===== config.mk =====
export PLATFORM = sky130hd
export DESIGN_NAME = gtfr_ctrl
export DESIGN_NICKNAME = d
export VERILOG_FILES = /design/src/hdl/gtfr_pkg.sv /design/src/hdl/gtfr_ctrl.sv
export SDC_FILE = /design/constraint.sdc
export NUM_CORES = 1
export LEC_CHECK = 0
export BUFFER_PORTS_ARGS = -buffer_cell sky130_fd_sc_hd__buf_2
export CORE_ASPECT_RATIO = 0.9
export CORE_MARGIN = 2
export CORE_UTILIZATION = 51
export CTS_CLUSTER_SIZE = 14
export DETAILED_ROUTE_END_ITERATION = 10
export PLACE_DENSITY_LB_ADDON = 0.05
export SLEW_MARGIN = 15
export SYNTH_ARGS = -nofsm -noshare
export SYNTH_HDL_FRONTEND = slang
export SYNTH_SLANG_ARGS = --single-unit
export TNS_END_PERCENT = 1

===== constraint.sdc =====
create_clock -name clk -period 2.35 [get_ports clk]
set_input_delay 0.47 -clock clk [delete_from_list [all_inputs] [get_ports clk]]
set_output_delay 0.47 -clock clk [all_outputs]
set_load 0.05 [all_outputs]

===== src/hdl/gtfr_pkg.sv =====
package gtfr_pkg;

  localparam int GLYPH_W = 3;
  localparam int GLYPH_H = 5;
  localparam int GLYPH_ADVANCE = 4;
  // Wide enough for any byte address sum at the largest buffer size.
  localparam int ADDR_CALC_W = 14;

  localparam logic [2:0] MODE_CLEAR   = 3'd0;
  localparam logic [2:0] MODE_ORIGIN  = 3'd1;
  localparam logic [2:0] MODE_DRAW    = 3'd2;
  localparam logic [2:0] MODE_PRESENT = 3'd3;
  localparam logic [2:0] MODE_READ    = 3'd4;

  typedef struct packed {
    logic [2:0] mode;
    logic [7:0] char_code;
    logic [6:0] pos_x;
    logic [5:0] pos_y;
    logic [9:0] byte_index;
  } in_item_t;

  typedef struct packed {
    logic [7:0] read_data;
    logic       frame_changed;
    logic       char_dropped;
  } out_item_t;

  typedef struct packed {
    logic accept;
    logic init_step;
    logic clear_step;
    logic pres_step;
    logic draw_rd;
    logic draw_wr;
    logic read_rd;
    logic read_cap;
    logic fin_load;
  } ctrl_cmd_t;

  typedef struct packed {
    logic [2:0] in_mode;
    logic       in_read_ok;
    logic       line_done;
    logic       sweep_last;
    logic       draw_last;
    logic       out_free;
  } ctrl_stat_t;

  // Glyph rows packed top row first; each row is 3 bits, leftmost pixel in the MSB.
  function automatic logic [14:0] glyph_rows(input logic [7:0] code_in);
    logic [7:0]  code;
    logic [14:0] g;
    code = code_in;
    if (code >= 8'h61 && code <= 8'h7a) begin
      code = code - 8'd32;
    end
    case (code)
      8'h25: g = {3'd5, 3'd1, 3'd2, 3'd4, 3'd5};
      8'h2b: g = {3'd0, 3'd2, 3'd7, 3'd2, 3'd0};
      8'h2d: g = {3'd0, 3'd0, 3'd7, 3'd0, 3'd0};
      8'h2e: g = {3'd0, 3'd0, 3'd0, 3'd0, 3'd2};
      8'h30: g = {3'd7, 3'd5, 3'd5, 3'd5, 3'd7};
      8'h31: g = {3'd2, 3'd6, 3'd2, 3'd2, 3'd7};
      8'h32: g = {3'd7, 3'd1, 3'd7, 3'd4, 3'd7};
      8'h33: g = {3'd7, 3'd1, 3'd7, 3'd1, 3'd7};
      8'h34: g = {3'd5, 3'd5, 3'd7, 3'd1, 3'd1};
      8'h35: g = {3'd7, 3'd4, 3'd7, 3'd1, 3'd7};
      8'h36: g = {3'd7, 3'd4, 3'd7, 3'd5, 3'd7};
      8'h37: g = {3'd7, 3'd1, 3'd2, 3'd4, 3'd4};
      8'h38: g = {3'd7, 3'd5, 3'd7, 3'd5, 3'd7};
      8'h39: g = {3'd7, 3'd5, 3'd7, 3'd1, 3'd7};
      8'h41: g = {3'd2, 3'd5, 3'd7, 3'd5, 3'd5};
      8'h42: g = {3'd6, 3'd5, 3'd6, 3'd5, 3'd6};
      8'h43: g = {3'd3, 3'd4, 3'd4, 3'd4, 3'd3};
      8'h44: g = {3'd6, 3'd5, 3'd5, 3'd5, 3'd6};
      8'h45: g = {3'd7, 3'd4, 3'd6, 3'd4, 3'd7};
      8'h46: g = {3'd7, 3'd4, 3'd6, 3'd4, 3'd4};
      8'h47: g = {3'd3, 3'd4, 3'd5, 3'd5, 3'd3};
      8'h48: g = {3'd5, 3'd5, 3'd7, 3'd5, 3'd5};
      8'h49: g = {3'd7, 3'd2, 3'd2, 3'd2, 3'd7};
      8'h4a: g = {3'd7, 3'd1, 3'd1, 3'd5, 3'd7};
      8'h4b: g = {3'd5, 3'd5, 3'd6, 3'd5, 3'd5};
      8'h4c: g = {3'd4, 3'd4, 3'd4, 3'd4, 3'd7};
      8'h4d: g = {3'd5, 3'd7, 3'd5, 3'd5, 3'd5};
      8'h4e: g = {3'd5, 3'd7, 3'd7, 3'd7, 3'd5};
      8'h4f: g = {3'd7, 3'd5, 3'd5, 3'd5, 3'd7};
      8'h50: g = {3'd6, 3'd5, 3'd6, 3'd4, 3'd4};
      8'h51: g = {3'd7, 3'd5, 3'd5, 3'd7, 3'd1};
      8'h52: g = {3'd6, 3'd5, 3'd6, 3'd5, 3'd5};
      8'h53: g = {3'd7, 3'd4, 3'd7, 3'd1, 3'd7};
      8'h54: g = {3'd7, 3'd2, 3'd2, 3'd2, 3'd2};
      8'h55: g = {3'd5, 3'd5, 3'd5, 3'd5, 3'd7};
      8'h57: g = {3'd5, 3'd5, 3'd7, 3'd7, 3'd5};
      8'h58: g = {3'd5, 3'd5, 3'd2, 3'd5, 3'd5};
      8'h59: g = {3'd5, 3'd5, 3'd2, 3'd2, 3'd2};
      default: g = '0;
    endcase
    return g;
  endfunction

endpackage


===== src/hdl/gtfr_ctrl.sv =====
module gtfr_ctrl (
  input  logic                clk,
  input  logic                rst,
  input  logic                in_valid,
  output logic                in_ready,
  input  gtfr_pkg::ctrl_stat_t stat,
  output gtfr_pkg::ctrl_cmd_t  cmd
);
  import gtfr_pkg::*;

  typedef enum logic [9:0] {
    S_INIT  = 10'b0000000001,
    S_IDLE  = 10'b0000000010,
    S_CLEAR = 10'b0000000100,
    S_PRES  = 10'b0000001000,
    S_PTAIL = 10'b0000010000,
    S_DRD   = 10'b0000100000,
    S_DWR   = 10'b0001000000,
    S_RRD   = 10'b0010000000,
    S_RCAP  = 10'b0100000000,
    S_FIN   = 10'b1000000000
  } state_t;

  state_t state, state_next;

  assign in_ready = (state == S_IDLE);

  always_comb begin
    cmd            = '0;
    cmd.accept     = in_ready && in_valid;
    cmd.init_step  = (state == S_INIT);
    cmd.clear_step = (state == S_CLEAR);
    cmd.pres_step  = (state == S_PRES);
    cmd.draw_rd    = (state == S_DRD);
    cmd.draw_wr    = (state == S_DWR);
    cmd.read_rd    = (state == S_RRD);
    cmd.read_cap   = (state == S_RCAP);
    cmd.fin_load   = (state == S_FIN) && stat.out_free;
  end

  always_comb begin
    state_next = state;
    case (state)
      S_INIT: begin
        if (stat.sweep_last) state_next = S_IDLE;
      end
      S_IDLE: begin
        if (in_valid) begin
          case (stat.in_mode)
            MODE_CLEAR:   state_next = S_CLEAR;
            MODE_DRAW:    state_next = stat.line_done ? S_FIN : S_DRD;
            MODE_PRESENT: state_next = S_PRES;
            MODE_READ:    state_next = stat.in_read_ok ? S_RRD : S_FIN;
            default:      state_next = S_FIN;
          endcase
        end
      end
      S_CLEAR: begin
        if (stat.sweep_last) state_next = S_FIN;
      end
      S_PRES: begin
        if (stat.sweep_last) state_next = S_PTAIL;
      end
      S_PTAIL: state_next = S_FIN;
      S_DRD:   state_next = S_DWR;
      S_DWR: begin
        state_next = stat.draw_last ? S_FIN : S_DRD;
      end
      S_RRD:  state_next = S_RCAP;
      S_RCAP: state_next = S_FIN;
      S_FIN: begin
        if (stat.out_free) state_next = S_IDLE;
      end
      default: state_next = S_INIT;
    endcase
  end

  always_ff @(posedge clk) begin
    if (rst) begin
      state <= S_INIT;
    end else begin
      state <= state_next;
    end
  end

`ifndef NO_ASSERTIONS
  a_onehot: assert property (@(posedge clk) disable iff (rst) $onehot(state))
    else $error("controller state not one-hot");
  a_one_item: assert property (@(posedge clk) disable iff (rst) cmd.accept |=> !in_ready)
    else $error("second item taken while one is in work");
  a_rmw_pair: assert property (@(posedge clk) disable iff (rst)
    cmd.draw_wr |-> $past(cmd.draw_rd))
    else $error("glyph write without a preceding read");
  a_tail: assert property (@(posedge clk) disable iff (rst)
    (state == S_PTAIL) |-> $past(cmd.pres_step && stat.sweep_last))
    else $error("present tail entered before the sweep ended");
`endif

endmodule


==> results of run 1 <==
==> cells by family (layout without fill, tap and decap cells) <==
group,after synthesis,count (layout),share of synthesized area [%]
and+or+nand+nor,61,61,45.7
AOI/OAI and AO/OA,23,23,20.1
DFF,10,10,24.9
buffers and inverters,9,30,4.82
xor gates and xnor gates,3,3,3.27
muxes,1,1,1.24
==> per-layer routing <==
metal / track usage (%) / up-vias
met4: 9.14 / 0
met1: 34.0 / 414
li1: - / 436
met3: 6.96 / 3
met5: 0 / -
met2: 36.4 / 46
==> power groups by stage <==
| stage | sequential, mW | combinational, mW | clock, mW |
|---|---|---|---|
| after floorplan | 0.189 | 0.229 | 0 |
| after global placement | 0.214 | 0.251 | 0 |
| after detailed placement | 0.215 | 0.256 | 0 |
| after CTS | 0.215 | 0.272 | 0.164 |
| after global routing | 0.226 | 0.305 | 0.171 |
| final | 0.222 | 0.278 | 0.159 |
==> worst min-delay path by stage <==
stage	start	end	slack, ns	cells after the start
3_3_place_gp	state[5]$_SDFFE_PP0P_	state[6]$_SDFFE_PP0P_	0.56	2
2_1_floorplan	state[7]$_SDFFE_PP0P_	state[8]$_SDFFE_PP0P_	0.52	2
6_report	stat[4]	state[7]$_SDFFE_PP0P_	0.43	3
4_1_cts	stat[4]	state[7]$_SDFFE_PP0P_	0.43	3
5_1_grt	stat[4]	state[7]$_SDFFE_PP0P_	0.45	3
3_5_place_dp	state[5]$_SDFFE_PP0P_	state[6]$_SDFFE_PP0P_	0.58	2
==> worst max-delay path, cell delays in order, from the launching register on <==
cell	delay, ns
dfxtp_2	0.34
or4_4	0.56
or3_4	0.44
nor2_8	0.16
buf_8	0.16
==> synthesized netlist by cell type (2+ instances only) <==
cell and instances:
inv_1 3, nor3_1 6, o22ai_1 2, nor2_1 16, nand3b_1 2, nand2_1 5
or3_1 3, clkbuf_1 4, and4_1 2, a31o_2 2, nor4_1 3, dfxtp_1 10
and4b_1 2, a21oi_1 5, nor2b_1 4, o21ai_1 2, nand2b_1 4, o21ai_0 4
xnor2_1 2, and3_1 3, nand3_1 3
==> layout by cell type (no fill, tap or decap), drive strengths merged, types with 2 or more instances in the layout <==
cell type,n
xnor2,2
o21ai,6
and3,3
inv,3
nor2,17
or3,5
nor2b,4
and4,2
nand3,3
nor4,3
buf,22
a31o,2
nand2b,4
nand2,5
nand3b,2
and4b,2
nor3,6
o22ai,2
a21oi,5
clkbuf,5
dfxtp,10
==> final cells by class <==
type,instances,area (µm²)
Multi-Input combinational cell,88,598
Fill cell,123,440
Sequential cell,10,206
Timing Repair Buffer,23,153
Clock buffer,4,36.3
Tap cell,15,18.8
Inverter,3,11.3
==> what timing repair did <==
item | 4_1_cts | 5_1_grt
setup endpoints to repair | 7 | 7
gates resized for setup | 12 | 8
hold buffers | 0 | 0
pin swaps | 1 | 3
hold endpoints to repair | 0 | 0
==> metrics by stage <==
stage / total power, mW / hold WS [ns] / cells
after floorplan: 0.418 / 0.522 / 107
after detailed placement: 0.471 / 0.575 / 139
after global placement: 0.465 / 0.564 / 139
after CTS: 0.651 / 0.432 / 143
final: 0.659 / 0.435 / 143
after global routing: 0.703 / 0.450 / 143
==> impl_metrics.csv, run 1 <==
group,metric,value,unit
cts,cts_tree,"done",
placed_design,port_buffers,20,
setup_path,crit_end,"in_ready",
logic_synthesis,synth_top_area_share,24.9,%
cts,root_buffer,"clkbuf_4",
placed_design,dpl.hpwl,1530,µm
timing,tightest_slew,0.445,ns
cts,clk_latency,0.27,ns
cells_and_area,nets,140,
cts,clockBufferDepth,2,
setup_path,r2r_setup_slack,0.38,ns
drt,dr.pass1.iters,4,
drt,wl_per_cell,14.5,µm
drt,ant_nets,0,
drt,wirelength_met1,905,µm
die,std_cell_rows,13,
cells_and_area,diodes,0,
logic_synthesis,yosys.area.top_type,"dfxtp_1",
logic_synthesis,synth_edf_count,0,
placed_design,pre_cts_slack,0.151,ns
setup_path,end_kind,"primary output",
timing,slew_headroom,70.1,%
die,fp.dieH,41.7,µm
logic_synthesis,seq_area_frac_synth,24.9,%
cts,clock_sinks,10,
cts,postCtsSetupBuffers,0,
logic_synthesis,async_flop_share,0,%
die,ios,21,
pwr,clkPwrFrac,24.1,%
logic_synthesis,synthTopCellsByArea,"dfxtp_1, nor2_1, nor3_1",
cells_and_area,drive_gt1_share,35.9,%
logic_synthesis,syn_inst,107,
timing,timing.final.ws_setup,-0.0502,ns
timing,min_period,2.40,ns
outcome,violations,"negative setup slack",
outcome,status,"complete, but fails checks",
worst_hold_path,min-delay-path-class,"input port to register",
timing,final-setup-viol-count,2,
timing,drv_slew,0,
setup_path,startpoint_type,"register",
global_routing,antenna_found_initial,0,
setup_path,cp.required,1.88,ns
cells_and_area,postLayoutCellArea,0.00102,mm²
logic_synthesis,synth_flop_cell,"dfxtp_1",
setup_path,worst-r2r-cell-count,5,
placed_design,dpl_cell_area,930,µm²
drt,num_vias,899,
timing,finalHoldViolCount,0,
pwr,seqPwrFrac,33.7,%
setup_path,crit_path_max_fanout,6,
logic_synthesis,synth_nets,118,
cells_and_area,area_growth,27.2,%
global_routing,grt_max_degree,14,
cts,cts_buffers,3,
global_routing,grt_usage,24.8,%
logic_synthesis,synth.avg_cell_area,7.52,µm²
timing,fin_crit_sh,102,%
run,maxCapViolCount,0,
cts,htreeDepth,1,
drt,via_per_inst,6.29,
cts,clk_pin_slew_worst_paths,0.06,ns
logic_synthesis,synth.yosys.warnings,0,
pwr,switching_share,40.1,%
global_routing,grt_pass1_vias,760,
global_routing,grt_overflow_total,0,
die,start_util,55.0,%
die,die_area,0.00191,mm²
setup_path,criticalPathCategory,"register to primary output",
setup_path,crit_start,"state[4]$_SDFFE_PP0P_",
pwr,p_int,395,µW
timing,rsz0062_at_grt,"true",
logic_synthesis,synth_seq_cells,10,
cells_and_area,largest_reg_flops,10,
pwr,peakVddDrop,0.326,mV
global_routing,grt_pass1_wl,3520,µm
placed_design,gp_congestion,0.830,
setup_path,rr_startpoint,"state[4]$_SDFFE_PP0P_",
drt,totalWireLength,2070,µm
die,core-area,0.00146,mm²
drt,dr_wl_met3,149,µm
cells_and_area,top_register,"state",
drt,drt_iter0_markers,36,
cells_and_area,final_util,69.9,%
die,die-width,45.9,µm
pwr,p_sw,264,µW
pwr,combPwrFrac,42.2,%
cells_and_area,reg.largest.list,"state x10",
setup_path,cp_data_arrival_time,1.93,ns
drt,drc_errors,0,
timing,tns,-0.0914,ns
drt,wl_met2,997,µm
logic_synthesis,netlist_area,805,µm²
pwr,leakage,0.403,nW
setup_path,reg2reg_to,"state[5]$_SDFFE_PP0P_",
timing,fin_skew,0.0102,ns
timing,max_freq,417,MHz
pwr,powerDensity,644,mW/mm²
drt,routed.top_layer,"met4",
logic_synthesis,synth_cell_types,41,
Power figures use the tool's default switching activity.
==> inputs of run 2 (changes only) <==
--- a/config.mk
+++ b/config.mk
@@ -5,11 +5,12 @@
 export SDC_FILE = /design/constraint.sdc
 export NUM_CORES = 1
 export LEC_CHECK = 0
+export ABC_AREA = 1
 export BUFFER_PORTS_ARGS = -buffer_cell sky130_fd_sc_hd__buf_2
 export CORE_ASPECT_RATIO = 0.9
 export CORE_MARGIN = 2
 export CORE_UTILIZATION = 51
-export CTS_CLUSTER_SIZE = 14
+export CTS_CLUSTER_SIZE = 25
 export DETAILED_ROUTE_END_ITERATION = 10
 export PLACE_DENSITY_LB_ADDON = 0.05
 export SLEW_MARGIN = 15
==> run 2 against run 1 <==
The run now ends clean. Clock skew down 0.0084 ns. Via count down 9.7%. Sequential power about the same. First-iteration DRC count down 78%. Maximum frequency up 21%. Wire length down 15%. Worst hold slack better by 0.012 ns. Largest cell class unchanged.
==> impl_metrics.csv, run 2 <==
group,metric,value,unit
setup_path,end_kind,"primary output",
global_routing,grt_pass1_vias,766,
timing,min_period,1.98,ns
drt,drt_iter0_markers,8,
worst_hold_path,hold_depth,2,
pwr,p_int,421,µW
cts,cts_buffers,3,
cts,clk_pin_slew_worst_paths,0.06,ns
global_routing,grt_max_degree,9,
drt,drc_errors,0,
logic_synthesis,muxShareOfSynthArea,0,%
logic_synthesis,synth-adder-area-share,0,%
cts,root_buffer,"clkbuf_4",
cells_and_area,final_util,66.4,%
timing,slew_headroom,83.3,%
drt,wl_per_cell,10.1,µm
die,die_area,0.00197,mm²
die,fp.dieH,42.3,µm
logic_synthesis,synth_flop_cell,"dfxtp_1",
cells_and_area,nets,164,
drt,totalWireLength,1750,µm
logic_synthesis,yosys.area.top_type,"dfxtp_1",
cells_and_area,final_common_cell,"nand2_1",
logic_synthesis,synth_top_area_share,24.0,%
timing,timing.hold.ws,0.447,ns
pwr,switching_share,51.4,%
logic_synthesis,seq_area_frac_synth,24.0,%
die,die-width,46.6,µm
drt,ant_nets,0,
pwr,peakVddDrop,0.376,mV
global_routing,grt_overflow_total,0,
setup_path,startpoint_type,"register",
logic_synthesis,yosysMostFrequentCell,"nand2_1",
cells_and_area,reg.largest.list,"state x10",
setup_path,criticalPathCategory,"register to primary output",
logic_synthesis,syn_inst,128,
setup_path,worst-r2r-cell-count,10,
logic_synthesis,ys_top_cells_by_count,"nand2_1, inv_1, nor2_1, dfxtp_1, nand3_1",
cts,cts_tree,"done",
logic_synthesis,synth_compound_area_share,3.45,%
logic_synthesis,synthXorXnorAreaFrac,0,%
pwr,powerDensity,881,mW/mm²
drt,via_per_inst,4.69,
die,ios,21,
pwr,leakage,0.557,nW
cts,htreeDepth,1,
placed_design,port_buffers,20,
logic_synthesis,synth_seq_cells,10,
timing,tns,0,ns
pwr,p_sw,445,µW
cts,cts-resized-gates,0,
pwr,seqPwrFrac,25.9,%
outcome,status,"finished clean",
global_routing,antenna_found_initial,0,
setup_path,crit_path_max_fanout,5,
cts,clockBufferDepth,2,
cells_and_area,area_growth,18.0,%
die,std_cell_rows,13,
cells_and_area,diodes,0,
global_routing,grt_pass1_wl,3040,µm
timing,final-setup-viol-count,0,
cts,clk_latency,0.26,ns
pwr,combPwrFrac,61.1,%
logic_synthesis,synth_edf_count,0,
timing,tightest_slew,0.253,ns
die,core-area,0.00148,mm²
placed_design,dpl.hpwl,1560,µm
placed_design,gp_congestion,0.837,
setup_path,cp_data_arrival_time,1.51,ns
logic_synthesis,async_flop_share,0,%
timing,fin_crit_sh,84.4,%
drt,num_vias,812,
timing,max_freq,504,MHz
global_routing,grt_usage,21.3,%
cts,clock_sinks,10,
logic_synthesis,synth_cell_types,22,
logic_synthesis,synthTopCellsByArea,"dfxtp_1, nand2_1, inv_1",
setup_path,cp.required,1.88,ns
cells_and_area,drive_gt1_share,33.1,%
placed_design,numPlacedInstances,170,
cells_and_area,fillCellCount,140,
cts,cts_hold_buf,0,
logic_synthesis,synth_nets,139,
drt,dr.pass1.iters,4,
pwr,clkPwrFrac,12.9,%
timing,fin_skew,0.00181,ns
worst_hold_path,min-delay-path-class,"input port to register",
timing,rsz0062_at_grt,"false",
run,maxCapViolCount,0,
timing,drv_slew,0,
die,start_util,56.3,%
timing,finalHoldViolCount,0,
logic_synthesis,synth-simple-area-share,59.9,%
logic_synthesis,synth.yosys.warnings,0,
cells_and_area,layout_common_cells,"nand2_1, inv_1, buf_2, nor2_1, dfxtp_1",
cells_and_area,instances_no_fill,173,
logic_synthesis,netlist_area,833,µm²
logic_synthesis,synth.avg_cell_area,6.51,µm²
cells_and_area,largest_reg_flops,10,
cells_and_area,top_register,"state",
logic_synthesis,synth_top_family_by_area,"simple AND/OR/NAND/NOR gates",
cts,postCtsSetupBuffers,0,
==> run 2: layer usage <==
layer,vias up,track usage [%],part of all wire [%]
met5,-,0,0
met1,353,27.0,48
met3,4,3.88,4.2
met2,20,34.7,46
met4,0,8.33,1.3
li1,435,-,-
==> run 2: cells by family (layout without fill, tap and decap cells) <==
logic type | Yosys count | after routing
AO/OA/AOI/OAI | 4 | 4
buffers and inverters | 28 | 51
AND/OR/NAND/NOR | 86 | 86
flip-flops | 10 | 10
==> run 2: power groups by stage <==
stage	logic [mW]	registers, mW	clock network, mW
2_1_floorplan	0.432	0.224	0
3_3_place_gp	0.524	0.226	0
3_5_place_dp	0.530	0.229	0
4_1_cts	0.532	0.225	0.114
5_1_grt	0.583	0.230	0.119
6_report	0.530	0.225	0.112
==> run 2: layout make-up <==
class / count / area, µm² / share of cell area (%)
Tap cell: 22 / 27.5 / 2.80
Inverter: 28 / 105 / 10.7
Multi-Input combinational cell: 90 / 528 / 53.7
Sequential cell: 10 / 200 / 20.4
Timing Repair Buffer: 20 / 100 / 10.2
Clock buffer: 3 / 22.5 / 2.29
==> run 2: worst paths after layout <==
check                        start                    end  slack [ns]
max          state[0]$_SDFFE_PP1P_                 cmd[0]        0.37
min                            rst  state[3]$_SDFFE_PP0P_        0.45
max reg2reg  state[7]$_SDFFE_PP0P_  state[9]$_SDFFE_PP0P_        0.91
min reg2reg  state[0]$_SDFFE_PP1P_  state[0]$_SDFFE_PP1P_        0.51
==> run 2: stage by stage <==
stage	total power [mW]	setup WS (ns)	cell area, µm²
finish	0.866	0.366	983
floorplan	0.656	0.427	833
CTS	0.870	0.358	983
global placement	0.750	0.648	961
global route	0.933	0.236	983
detailed placement	0.758	0.647	961
==> run 2: worst max-delay path, stage by stage, from the launching register on <==
cell and delay (ns):
dfxtp_1 0.34, nor2_1 0.17, nand2_2 0.14, nor2_4 0.13, nand3_1 0.10, nor2_1 0.11
buf_2 0.27
